===== src/hdl/psa_pkg.sv =====
package psa_pkg;

    localparam int PREFIX_MAX_DEF = 8;
    localparam int SUFFIX_MAX_DEF = 8;
    localparam int SYM_W          = 8;
    localparam int LEN_W          = 4;
    localparam int CFG_W          = 64;
    localparam int CFG_IDX_W      = 3;
    localparam int ALPHA_BANKS    = 4;
    localparam logic [LEN_W-1:0] LEN_LIMIT = 4'd8;

    localparam logic KIND_SYMBOL = 1'b0;
    localparam logic KIND_END    = 1'b1;

    typedef enum logic [CFG_IDX_W-1:0] {
        CFG_PREFIX_CHARS = 3'd0,
        CFG_PREFIX_LEN   = 3'd1,
        CFG_SUFFIX_CHARS = 3'd2,
        CFG_SUFFIX_LEN   = 3'd3,
        CFG_ALPHA_0      = 3'd4,
        CFG_ALPHA_1      = 3'd5,
        CFG_ALPHA_2      = 3'd6,
        CFG_ALPHA_3      = 3'd7
    } cfg_idx_t;

    typedef enum logic [2:0] {
        ST_CONSUMED        = 3'd0,
        ST_NOT_IN_ALPHA    = 3'd1,
        ST_PREFIX_MISMATCH = 3'd2,
        ST_IGNORED         = 3'd3,
        ST_ACCEPTED        = 3'd4,
        ST_REJECTED        = 3'd5
    } status_t;

    typedef enum logic [1:0] {
        ERR_NONE     = 2'd0,
        ERR_ALPHABET = 2'd1,
        ERR_PREFIX   = 2'd2
    } err_t;

    typedef struct packed {
        logic             kind;
        logic [SYM_W-1:0] symbol;
        logic             in_alpha;
    } mid_item_t;

    typedef struct packed {
        status_t          status;
        logic [LEN_W-1:0] prefix_progress;
        logic [LEN_W-1:0] suffix_progress;
    } out_item_t;

endpackage


===== src/hdl/psa_queue.sv =====
module psa_queue #(
    parameter int WIDTH = 8
) (
    input  logic             clk,
    input  logic             rst_n,
    input  logic             push,
    input  logic [WIDTH-1:0] wr_data,
    output logic             full,
    input  logic             pop,
    output logic [WIDTH-1:0] rd_data,
    output logic             empty
);

    // two-entry queue: enough to keep one beat per cycle across registered flags while the reader keeps popping
    logic [WIDTH-1:0] mem_reg [2];
    logic             wr_ptr_reg;
    logic             wr_ptr_next;
    logic             rd_ptr_reg;
    logic             rd_ptr_next;
    logic [1:0]       count_reg;
    logic [1:0]       count_next;
    logic             do_push;
    logic             do_pop;

    assign full    = (count_reg == 2'd2);
    assign empty   = (count_reg == 2'd0);
    assign do_push = push && !full;
    assign do_pop  = pop && !empty;
    assign rd_data = mem_reg[rd_ptr_reg];

    always_comb
    begin
        wr_ptr_next = do_push ? ~wr_ptr_reg : wr_ptr_reg;
        rd_ptr_next = do_pop ? ~rd_ptr_reg : rd_ptr_reg;
        count_next  = count_reg;
        if (do_push && !do_pop)
        begin
            count_next = count_reg + 2'd1;
        end
        else if (do_pop && !do_push)
        begin
            count_next = count_reg - 2'd1;
        end
    end

    always_ff @(posedge clk or negedge rst_n)
    begin
        if (!rst_n)
        begin
            wr_ptr_reg <= 1'b0;
            rd_ptr_reg <= 1'b0;
            count_reg  <= 2'd0;
        end
        else
        begin
            wr_ptr_reg <= wr_ptr_next;
            rd_ptr_reg <= rd_ptr_next;
            count_reg  <= count_next;
        end
    end

    always_ff @(posedge clk)
    begin
        if (do_push)
        begin
            mem_reg[wr_ptr_reg] <= wr_data;
        end
    end

endmodule


===== src/hdl/psa_front.sv =====
module psa_front (
    input  logic                                clk,
    input  logic                                rst_n,
    input  logic                                cfg_we,
    input  logic [psa_pkg::CFG_IDX_W-1:0]       cfg_index,
    input  logic [psa_pkg::CFG_W-1:0]           cfg_data,
    input  logic                                push,
    input  logic                                kind,
    input  logic [psa_pkg::SYM_W-1:0]           symbol,
    input  logic                                q_full,
    output logic                                q_push,
    output psa_pkg::mid_item_t                  q_item
);

    // alphabet membership, 64 byte values per bank
    logic [psa_pkg::CFG_W-1:0] alpha_reg [psa_pkg::ALPHA_BANKS];
    logic [psa_pkg::CFG_W-1:0] bank;

    always_ff @(posedge clk or negedge rst_n)
    begin
        if (!rst_n)
        begin
            for (int b = 0; b < psa_pkg::ALPHA_BANKS; b++)
            begin
                alpha_reg[b] <= '0;
            end
        end
        else if (cfg_we)
        begin
            case (psa_pkg::cfg_idx_t'(cfg_index))
                psa_pkg::CFG_ALPHA_0: alpha_reg[0] <= cfg_data;
                psa_pkg::CFG_ALPHA_1: alpha_reg[1] <= cfg_data;
                psa_pkg::CFG_ALPHA_2: alpha_reg[2] <= cfg_data;
                psa_pkg::CFG_ALPHA_3: alpha_reg[3] <= cfg_data;
                default: ;
            endcase
        end
    end

    assign bank   = alpha_reg[symbol[7:6]];
    assign q_push = push && !q_full;

    always_comb
    begin
        q_item.kind     = kind;
        q_item.symbol   = symbol;
        q_item.in_alpha = bank[symbol[5:0]];
    end

endmodule


===== src/hdl/psa_back.sv =====
module psa_back #(
    parameter int PREFIX_MAX = psa_pkg::PREFIX_MAX_DEF,
    parameter int SUFFIX_MAX = psa_pkg::SUFFIX_MAX_DEF
) (
    input  logic                                clk,
    input  logic                                rst_n,
    input  logic                                cfg_we,
    input  logic [psa_pkg::CFG_IDX_W-1:0]       cfg_index,
    input  logic [psa_pkg::CFG_W-1:0]           cfg_data,
    input  logic                                in_valid,
    input  psa_pkg::mid_item_t                  in_item,
    output logic                                in_pop,
    input  logic                                out_full,
    output logic                                out_push,
    output psa_pkg::out_item_t                  out_item
);

    localparam int WIN_IDX_W = (SUFFIX_MAX > 1) ? $clog2(SUFFIX_MAX) : 1;
    localparam logic [psa_pkg::LEN_W-1:0] PLEN_MAX = psa_pkg::LEN_W'(PREFIX_MAX);
    localparam logic [psa_pkg::LEN_W-1:0] SLEN_MAX = psa_pkg::LEN_W'(SUFFIX_MAX);

    logic [psa_pkg::CFG_W-1:0]    prefix_chars_reg;
    logic [psa_pkg::LEN_W-1:0]    prefix_len_reg;
    logic [psa_pkg::CFG_W-1:0]    suffix_chars_reg;
    logic [psa_pkg::LEN_W-1:0]    suffix_len_reg;

    logic [psa_pkg::LEN_W-1:0]    prefix_count_reg;
    logic [psa_pkg::LEN_W-1:0]    prefix_count_next;
    logic [psa_pkg::LEN_W-1:0]    after_count_reg;
    logic [psa_pkg::LEN_W-1:0]    after_count_next;
    psa_pkg::err_t                err_reg;
    psa_pkg::err_t                err_next;
    logic [psa_pkg::SYM_W-1:0]    win_reg  [SUFFIX_MAX];
    logic [psa_pkg::SYM_W-1:0]    win_next [SUFFIX_MAX];

    logic [psa_pkg::LEN_W-1:0]    plen;
    logic [psa_pkg::LEN_W-1:0]    slen;
    logic [psa_pkg::SYM_W-1:0]    prefix_byte;
    logic                         suffix_hit;
    logic                         end_ok;
    logic [psa_pkg::LEN_W-1:0]    after_inc;
    logic                         fire;
    psa_pkg::status_t             status;

    always_ff @(posedge clk or negedge rst_n)
    begin
        if (!rst_n)
        begin
            prefix_chars_reg <= '0;
            prefix_len_reg   <= '0;
            suffix_chars_reg <= '0;
            suffix_len_reg   <= '0;
        end
        else if (cfg_we)
        begin
            case (psa_pkg::cfg_idx_t'(cfg_index))
                psa_pkg::CFG_PREFIX_CHARS: prefix_chars_reg <= cfg_data;
                psa_pkg::CFG_PREFIX_LEN:   prefix_len_reg   <= cfg_data[psa_pkg::LEN_W-1:0];
                psa_pkg::CFG_SUFFIX_CHARS: suffix_chars_reg <= cfg_data;
                psa_pkg::CFG_SUFFIX_LEN:   suffix_len_reg   <= cfg_data[psa_pkg::LEN_W-1:0];
                default: ;
            endcase
        end
    end

    // lengths above the build limit count as the limit
    assign plen = (prefix_len_reg > PLEN_MAX) ? PLEN_MAX : prefix_len_reg;
    assign slen = (suffix_len_reg > SLEN_MAX) ? SLEN_MAX : suffix_len_reg;

    assign prefix_byte = prefix_chars_reg[prefix_count_reg[2:0]*psa_pkg::SYM_W +: psa_pkg::SYM_W];
    assign after_inc   = (after_count_reg >= slen) ? slen : after_count_reg + 4'd1;

    // window entry 0 is the newest symbol; suffix byte i lines up with entry slen-1-i
    always_comb
    begin
        logic [psa_pkg::LEN_W-1:0] widx;
        suffix_hit = 1'b1;
        for (int i = 0; i < SUFFIX_MAX; i++)
        begin
            widx = slen - 4'd1 - psa_pkg::LEN_W'(i);
            if ((psa_pkg::LEN_W'(i) < slen) &&
                (win_reg[widx[WIN_IDX_W-1:0]] !=
                 suffix_chars_reg[i*psa_pkg::SYM_W +: psa_pkg::SYM_W]))
            begin
                suffix_hit = 1'b0;
            end
        end
    end

    assign end_ok = (err_reg == psa_pkg::ERR_NONE) && (prefix_count_reg >= plen) &&
                    (after_count_reg >= slen) && suffix_hit;

    always_comb
    begin
        prefix_count_next = prefix_count_reg;
        after_count_next  = after_count_reg;
        err_next          = err_reg;
        win_next          = win_reg;
        status            = psa_pkg::ST_CONSUMED;
        if (in_item.kind == psa_pkg::KIND_END)
        begin
            status            = end_ok ? psa_pkg::ST_ACCEPTED : psa_pkg::ST_REJECTED;
            prefix_count_next = '0;
            after_count_next  = '0;
            err_next          = psa_pkg::ERR_NONE;
        end
        else if (err_reg != psa_pkg::ERR_NONE)
        begin
            status = psa_pkg::ST_IGNORED;
        end
        else if (!in_item.in_alpha)
        begin
            err_next = psa_pkg::ERR_ALPHABET;
            status   = psa_pkg::ST_NOT_IN_ALPHA;
        end
        else if (prefix_count_reg < plen)
        begin
            if (in_item.symbol == prefix_byte)
            begin
                prefix_count_next = prefix_count_reg + 4'd1;
            end
            else
            begin
                err_next = psa_pkg::ERR_PREFIX;
                status   = psa_pkg::ST_PREFIX_MISMATCH;
            end
        end
        else
        begin
            for (int k = 1; k < SUFFIX_MAX; k++)
            begin
                win_next[k] = win_reg[k-1];
            end
            win_next[0]      = in_item.symbol;
            after_count_next = after_inc;
        end
    end

    assign fire     = in_valid && !out_full;
    assign in_pop   = fire;
    assign out_push = fire;

    // an end beat reports the counts it found, not the cleared ones
    always_comb
    begin
        out_item.status = status;
        if (in_item.kind == psa_pkg::KIND_END)
        begin
            out_item.prefix_progress = prefix_count_reg;
            out_item.suffix_progress = after_count_reg;
        end
        else
        begin
            out_item.prefix_progress = prefix_count_next;
            out_item.suffix_progress = after_count_next;
        end
    end

    always_ff @(posedge clk or negedge rst_n)
    begin
        if (!rst_n)
        begin
            prefix_count_reg <= '0;
            after_count_reg  <= '0;
            err_reg          <= psa_pkg::ERR_NONE;
        end
        else if (fire)
        begin
            prefix_count_reg <= prefix_count_next;
            after_count_reg  <= after_count_next;
            err_reg          <= err_next;
        end
    end

    // only entries written since the last end beat are ever compared
    always_ff @(posedge clk)
    begin
        if (fire)
        begin
            win_reg <= win_next;
        end
    end

endmodule


===== src/hdl/prefix_suffix_string_acceptor_top.sv =====
// path: input beat -> mid queue register -> back end -> result queue register
// throughput: one beat per cycle sustained; each side stalls on its own two-entry queue
// per-beat work: alphabet lookup (front); prefix step, window shift, suffix compare (back)
// reset: rst_n asynchronous active low; clears config, counts, error state and queues
// the block takes beats as soon as rst_n is released
module prefix_suffix_string_acceptor_top #(
    parameter int PREFIX_MAX = psa_pkg::PREFIX_MAX_DEF,
    parameter int SUFFIX_MAX = psa_pkg::SUFFIX_MAX_DEF
) (
    input  logic                              clk,
    input  logic                              rst_n,
    input  logic                              cfg_we,
    input  logic [psa_pkg::CFG_IDX_W-1:0]     cfg_index,
    input  logic [psa_pkg::CFG_W-1:0]         cfg_data,
    input  logic                              push,
    output logic                              full,
    input  logic                              kind,
    input  logic [psa_pkg::SYM_W-1:0]         symbol,
    output logic                              empty,
    input  logic                              pop,
    output logic [2:0]                        status,
    output logic [psa_pkg::LEN_W-1:0]         prefix_progress,
    output logic [psa_pkg::LEN_W-1:0]         suffix_progress
);

    localparam int MID_W = $bits(psa_pkg::mid_item_t);
    localparam int OUT_W = $bits(psa_pkg::out_item_t);

    logic               mid_push;
    logic               mid_full;
    logic               mid_pop;
    logic               mid_empty;
    psa_pkg::mid_item_t mid_wr;
    logic [MID_W-1:0]   mid_rd;
    logic               res_push;
    logic               res_full;
    psa_pkg::out_item_t res_wr;
    logic [OUT_W-1:0]   res_rd;
    psa_pkg::out_item_t res_head;

    psa_front u_front (
        .clk       (clk),
        .rst_n     (rst_n),
        .cfg_we    (cfg_we),
        .cfg_index (cfg_index),
        .cfg_data  (cfg_data),
        .push      (push),
        .kind      (kind),
        .symbol    (symbol),
        .q_full    (mid_full),
        .q_push    (mid_push),
        .q_item    (mid_wr)
    );

    psa_queue #(
        .WIDTH (MID_W)
    ) u_mid_q (
        .clk     (clk),
        .rst_n   (rst_n),
        .push    (mid_push),
        .wr_data (MID_W'(mid_wr)),
        .full    (mid_full),
        .pop     (mid_pop),
        .rd_data (mid_rd),
        .empty   (mid_empty)
    );

    psa_back #(
        .PREFIX_MAX (PREFIX_MAX),
        .SUFFIX_MAX (SUFFIX_MAX)
    ) u_back (
        .clk       (clk),
        .rst_n     (rst_n),
        .cfg_we    (cfg_we),
        .cfg_index (cfg_index),
        .cfg_data  (cfg_data),
        .in_valid  (!mid_empty),
        .in_item   (psa_pkg::mid_item_t'(mid_rd)),
        .in_pop    (mid_pop),
        .out_full  (res_full),
        .out_push  (res_push),
        .out_item  (res_wr)
    );

    psa_queue #(
        .WIDTH (OUT_W)
    ) u_res_q (
        .clk     (clk),
        .rst_n   (rst_n),
        .push    (res_push),
        .wr_data (OUT_W'(res_wr)),
        .full    (res_full),
        .pop     (pop),
        .rd_data (res_rd),
        .empty   (empty)
    );

    assign full            = mid_full;
    assign res_head        = psa_pkg::out_item_t'(res_rd);
    assign status          = 3'(res_head.status);
    assign prefix_progress = res_head.prefix_progress;
    assign suffix_progress = res_head.suffix_progress;

endmodule


===== config.mk =====
export PLATFORM = sky130hd
export DESIGN_NAME = prefix_suffix_string_acceptor_top
export DESIGN_NICKNAME = d
export VERILOG_FILES = /design/src/hdl/psa_pkg.sv /design/src/hdl/psa_queue.sv /design/src/hdl/psa_front.sv /design/src/hdl/psa_back.sv /design/src/hdl/prefix_suffix_string_acceptor_top.sv
export SDC_FILE = /design/constraint.sdc
export NUM_CORES = 1
export LEC_CHECK = 0
export ABC_AREA = 1
export BUFFER_PORTS_ARGS = -buffer_cell sky130_fd_sc_hd__buf_2
export CORE_MARGIN = 1
export CORE_UTILIZATION = 54
export DETAILED_ROUTE_END_ITERATION = 16
export PLACE_DENSITY = 0.73
export SYNTH_ARGS = -nofsm -noshare
export SYNTH_HDL_FRONTEND = slang
export SYNTH_SLANG_ARGS = --single-unit

===== constraint.sdc =====
create_clock -name clk -period 9.6 [get_ports clk]
set_clock_uncertainty 0.15 [all_clocks]
set_input_delay 0.96 -clock clk [delete_from_list [all_inputs] [get_ports clk]]
set_output_delay 0.96 -clock clk [all_outputs]
set_load 0.1 [all_outputs]

==> results.md <==
- Max incr delay on CP: approximately 0.9 ns
- Final Hold Slack: around 0.25 ns
- Ports: between 90 and 100
- Final WL: between 80000 and 90000 microns
- Area leader, netlist: dfrtp_1
- Num rows: 80
- CP required: about 9.8 ns
- # diodes: 0
- RSZ-0062 raised after global routing: no
- ANT nets after route: 0
- Area contributors post-synth: dfrtp_1 (39%), nand2_1 (16%), edfxtp_1 (12%)
- Register area share after synthesis: between 50 and 60%
- Max reg flops: 256
- P_int: 4.758 mW
- Worst setup path startpoint: u_back.suffix_len_reg[0]$_DFFE_PN0P_
- Total GRT Usage: around a third
- Clk Tree Root Cell: clkbuf_16
- Port bufs: between 90 and 100
- Final Hold Fails: 0
- CP Class: flip-flop to flip-flop
- Final Cycle Share: between 50 and 60%
- Post-synth top area share: around two fifths
- Setup crit end: u_res_q.mem_reg[0][8]$_DFFE_PP_
- Sw Ratio: 37.79%
- CTS tree: yes
- GR peak layer: met2
- Post-DP HPWL: approximately 55000 microns
- CP max FO: just under 80
- Distinct cells, synth: 37
- Vias in the first global route: between 20000 and 25000
- Yosys Warn Count: 0
- Vias: around 24000
- Min Tclk post-route: slightly above 5 ns
- Leak pwr: around 14 nW
- Synth cell count leaders: nand2_1 (1079), o21ai_0 (534), dfrtp_1 (410), nor2_1 (291), nand3_1 (276)
- Worst-skew pair later-pin latency: 0.64 ns
- Most frequent CP cell: nand2_1
- Post_cts resized: 0
- Starting Density: a little over half
- Routing usage on met1: between 40% and 50%
- Clock Power Share: 30.5%
- Die outline width: 221.5 microns
- Layout area overhead: 10.29%
- Post-CTS setup buffer count: 0
- Least-Margin Pin Slew: ~1.2 ns
- First-pass GRT wire length: between 100000 and 150000 microns
- Ys flop type: dfrtp_1
- Met3 GRT Util: approximately 4.5%
- DIE HEIGHT: roughly 220 microns
- Crit path DAT: between 5 and 6 ns
- RR Startpoint: u_back.suffix_len_reg[0]$_DFFE_PN0P_
- Highest-delay cell along the critical path: dfrtp_1
- Hold Path Class: primary input to async pin
- Wirelength per Cell: a little over 20 microns
- Post-Synthesis Cells: ~3400
- Logic gate share of total power: between 30% and 40%
- First DRT Iteration DRCs: ~2800
- Status: finished clean
- Critical path endpoint category: flip-flop
- Pwr/cell area: 266.5 nW/um^2
- Clock slew at reported path FFs: 0.06 ns
- Max Cap Viol: 0
- GRT Residual Overflow: 0
- CTS H-tree depth: 2
- Via/cell ratio: roughly 6
- Syn nets: between 3000 and 4000
- Max Buffers Root-to-Sink: 3
- Largest net degree at the start of global routing: 193
- Final Setup Violations: 0
- Part of the power in registers: between 30% and 40%
- Final Wtd Congestion: 0.9676
- Core footprint: approximately 48000 sq um
- Peak supply drop: roughly 0.15 mV
- Average size of a mapped cell: 7.708 sq um
- Fmax: 0.1972 GHz
- Worst-path cell chain: nand2_4, ha_1, nand3_1, nand2_2, inv_1, nand2_1, nand2_2, nand2_1, nand2_1, nand2_1, nand2_1, nand2_1, nor2_1, nand2_1, nand2_1, nand3_1, nor2_1, a21oi_1
- Die area: just under 50000 sq um
- Hold buffer count at cts: 0
- Crit path launch type: flip-flop
- Reg-to-reg slack, setup: 4.53 ns
- CTS Sinks: about 520
- Most common cell in the netlist: nand2_1
- Antenna violations before repair: 1
- Met2 usage: roughly 54%
- DRC Markers: 0
- Reg-to-Reg End: u_res_q.mem_reg[0][8]$_DFFE_PP_
- Synthesized cell area: 26020 sq um
- Total CTS buffers: 55
- Ys async rst share: between 70 and 80%
- Nets: between 3000 and 4000
- TritonRoute pass-1 iters: 6
- Setup_tns: 0 ns
- Slew margin rel.: 19.76%
- R2R cell count: 18
- EDFF count, synth: approximately 110
- Share of post-route cells with drive strength above 1: under 10%
- Post-synthesis register bit count: a little over 500
- Max Slew Vio Count: 0
- Psw: approximately 2.9 mW
-- area by class of cell --
| class | count | area [sq um] |
|---|---|---|
| fill | 4228 | 18950 |
| sequential | 516 | 13440 |
| multi-input combinational | 2436 | 10960 |
| clock buffer | 74 | 1568 |
| inverter | 225 | 845.8 |
| tap | 615 | 769.5 |
| timing repair buffer | 117 | 670.6 |
| clock inverter | 30 | 441.7 |
-- cell usage in the layout (no fill, tap or decap), types with 12 or more instances in the layout --
cell type  Yosys  final
nand3_1      276    276
a21oi_1       77     77
o211ai_1      12     12
o21ai_0      534    534
clkinv_1       5     12
buf_2         37     91
dfrtp_1      410    410
nand4_1       13     13
nand3b_1      26     26
ha_1          13     13
clkbuf_8       0     12
inv_1        217    216
nor2_1       291    290
edfxtp_1     106    106
nand2_1     1079   1074
buf_4          6     24
o22ai_1       67     67
clkbuf_16      0     55
-- per-layer routing --
layer  share of wire [%]  up-vias
met1                  42    11414
met2                  46     1087
met3                 7.4      169
li1                    -    11019
met5                   0        -
met4                 3.9        0
-- logic make-up (layout without fill, tap and decap cells) --
family / count (synthesis) / after routing / synth area share, %
AO/OA/AOI/OAI: 699 / 699 / 13.97
AND/OR/NAND/NOR: 1703 / 1703 / 26.59
multiplexers: 1 / 1 / 0.03847
adder cells (fa/ha/maj): 13 / 13 / 0.6251
XOR/XNOR: 20 / 20 / 0.6731
buffers and inverters: 424 / 446 / 6.438
flip-flops: 516 / 516 / 51.66
-- worst min-delay path by stage --
stage	from	end	slack, ns
2_1_floorplan	u_back.win_reg[8]$_DFFE_PP_	u_back.win_reg[0]$_DFFE_PP_	0.28
3_3_place_gp	u_back.win_reg[25]$_DFFE_PP_	u_back.win_reg[17]$_DFFE_PP_	0.29
3_5_place_dp	u_back.win_reg[11]$_DFFE_PP_	u_back.win_reg[3]$_DFFE_PP_	0.28
4_1_cts	u_back.win_reg[8]$_DFFE_PP_	u_back.win_reg[0]$_DFFE_PP_	0.30
5_1_grt	u_back.win_reg[11]$_DFFE_PP_	u_back.win_reg[3]$_DFFE_PP_	0.31
6_report	rst_n	u_back.suffix_chars_reg[16]$_DFFE_PN0P_	0.25
-- through the flow --
stage | std cells | area (sq um) | power (mW) | worst slack, ns | utilization, %
5_1_grt | 4013 | 28700 | 8.051 | 4.163 | 60.23
4_1_cts | 4013 | 28700 | 7.640 | 4.633 | 60.23
3_5_place_dp | 3909 | 26690 | 5.310 | 4.637 | 56.01
2_1_floorplan | 3376 | 26020 | 4.649 | 1.390 | -
6_report | 4013 | 28700 | 7.648 | 4.528 | 60.23
3_3_place_gp | 3909 | 26690 | 5.238 | 4.766 | 56.01
-- power groups by stage --
stage,Sequential (mW),Combinational [mW],Clock [mW]
after floorplan,2.92,1.73,0
after global placement,3.03,2.21,0
after detailed placement,3.04,2.27,0
after CTS,3.01,2.28,2.35
after global routing,3.06,2.56,2.43
final,3.02,2.29,2.34
-- worst max-delay path: cells and delay by family (launching register included) --
family                     cells  cell delay (ns)
AOI/OAI and AO/OA              1             0.16
buffers and inverters          1             0.67
and+or+nand+nor               15             2.39
adders and majority gates      1             0.50
DFF                            1             0.88
(Power assumes the default switching activity.)
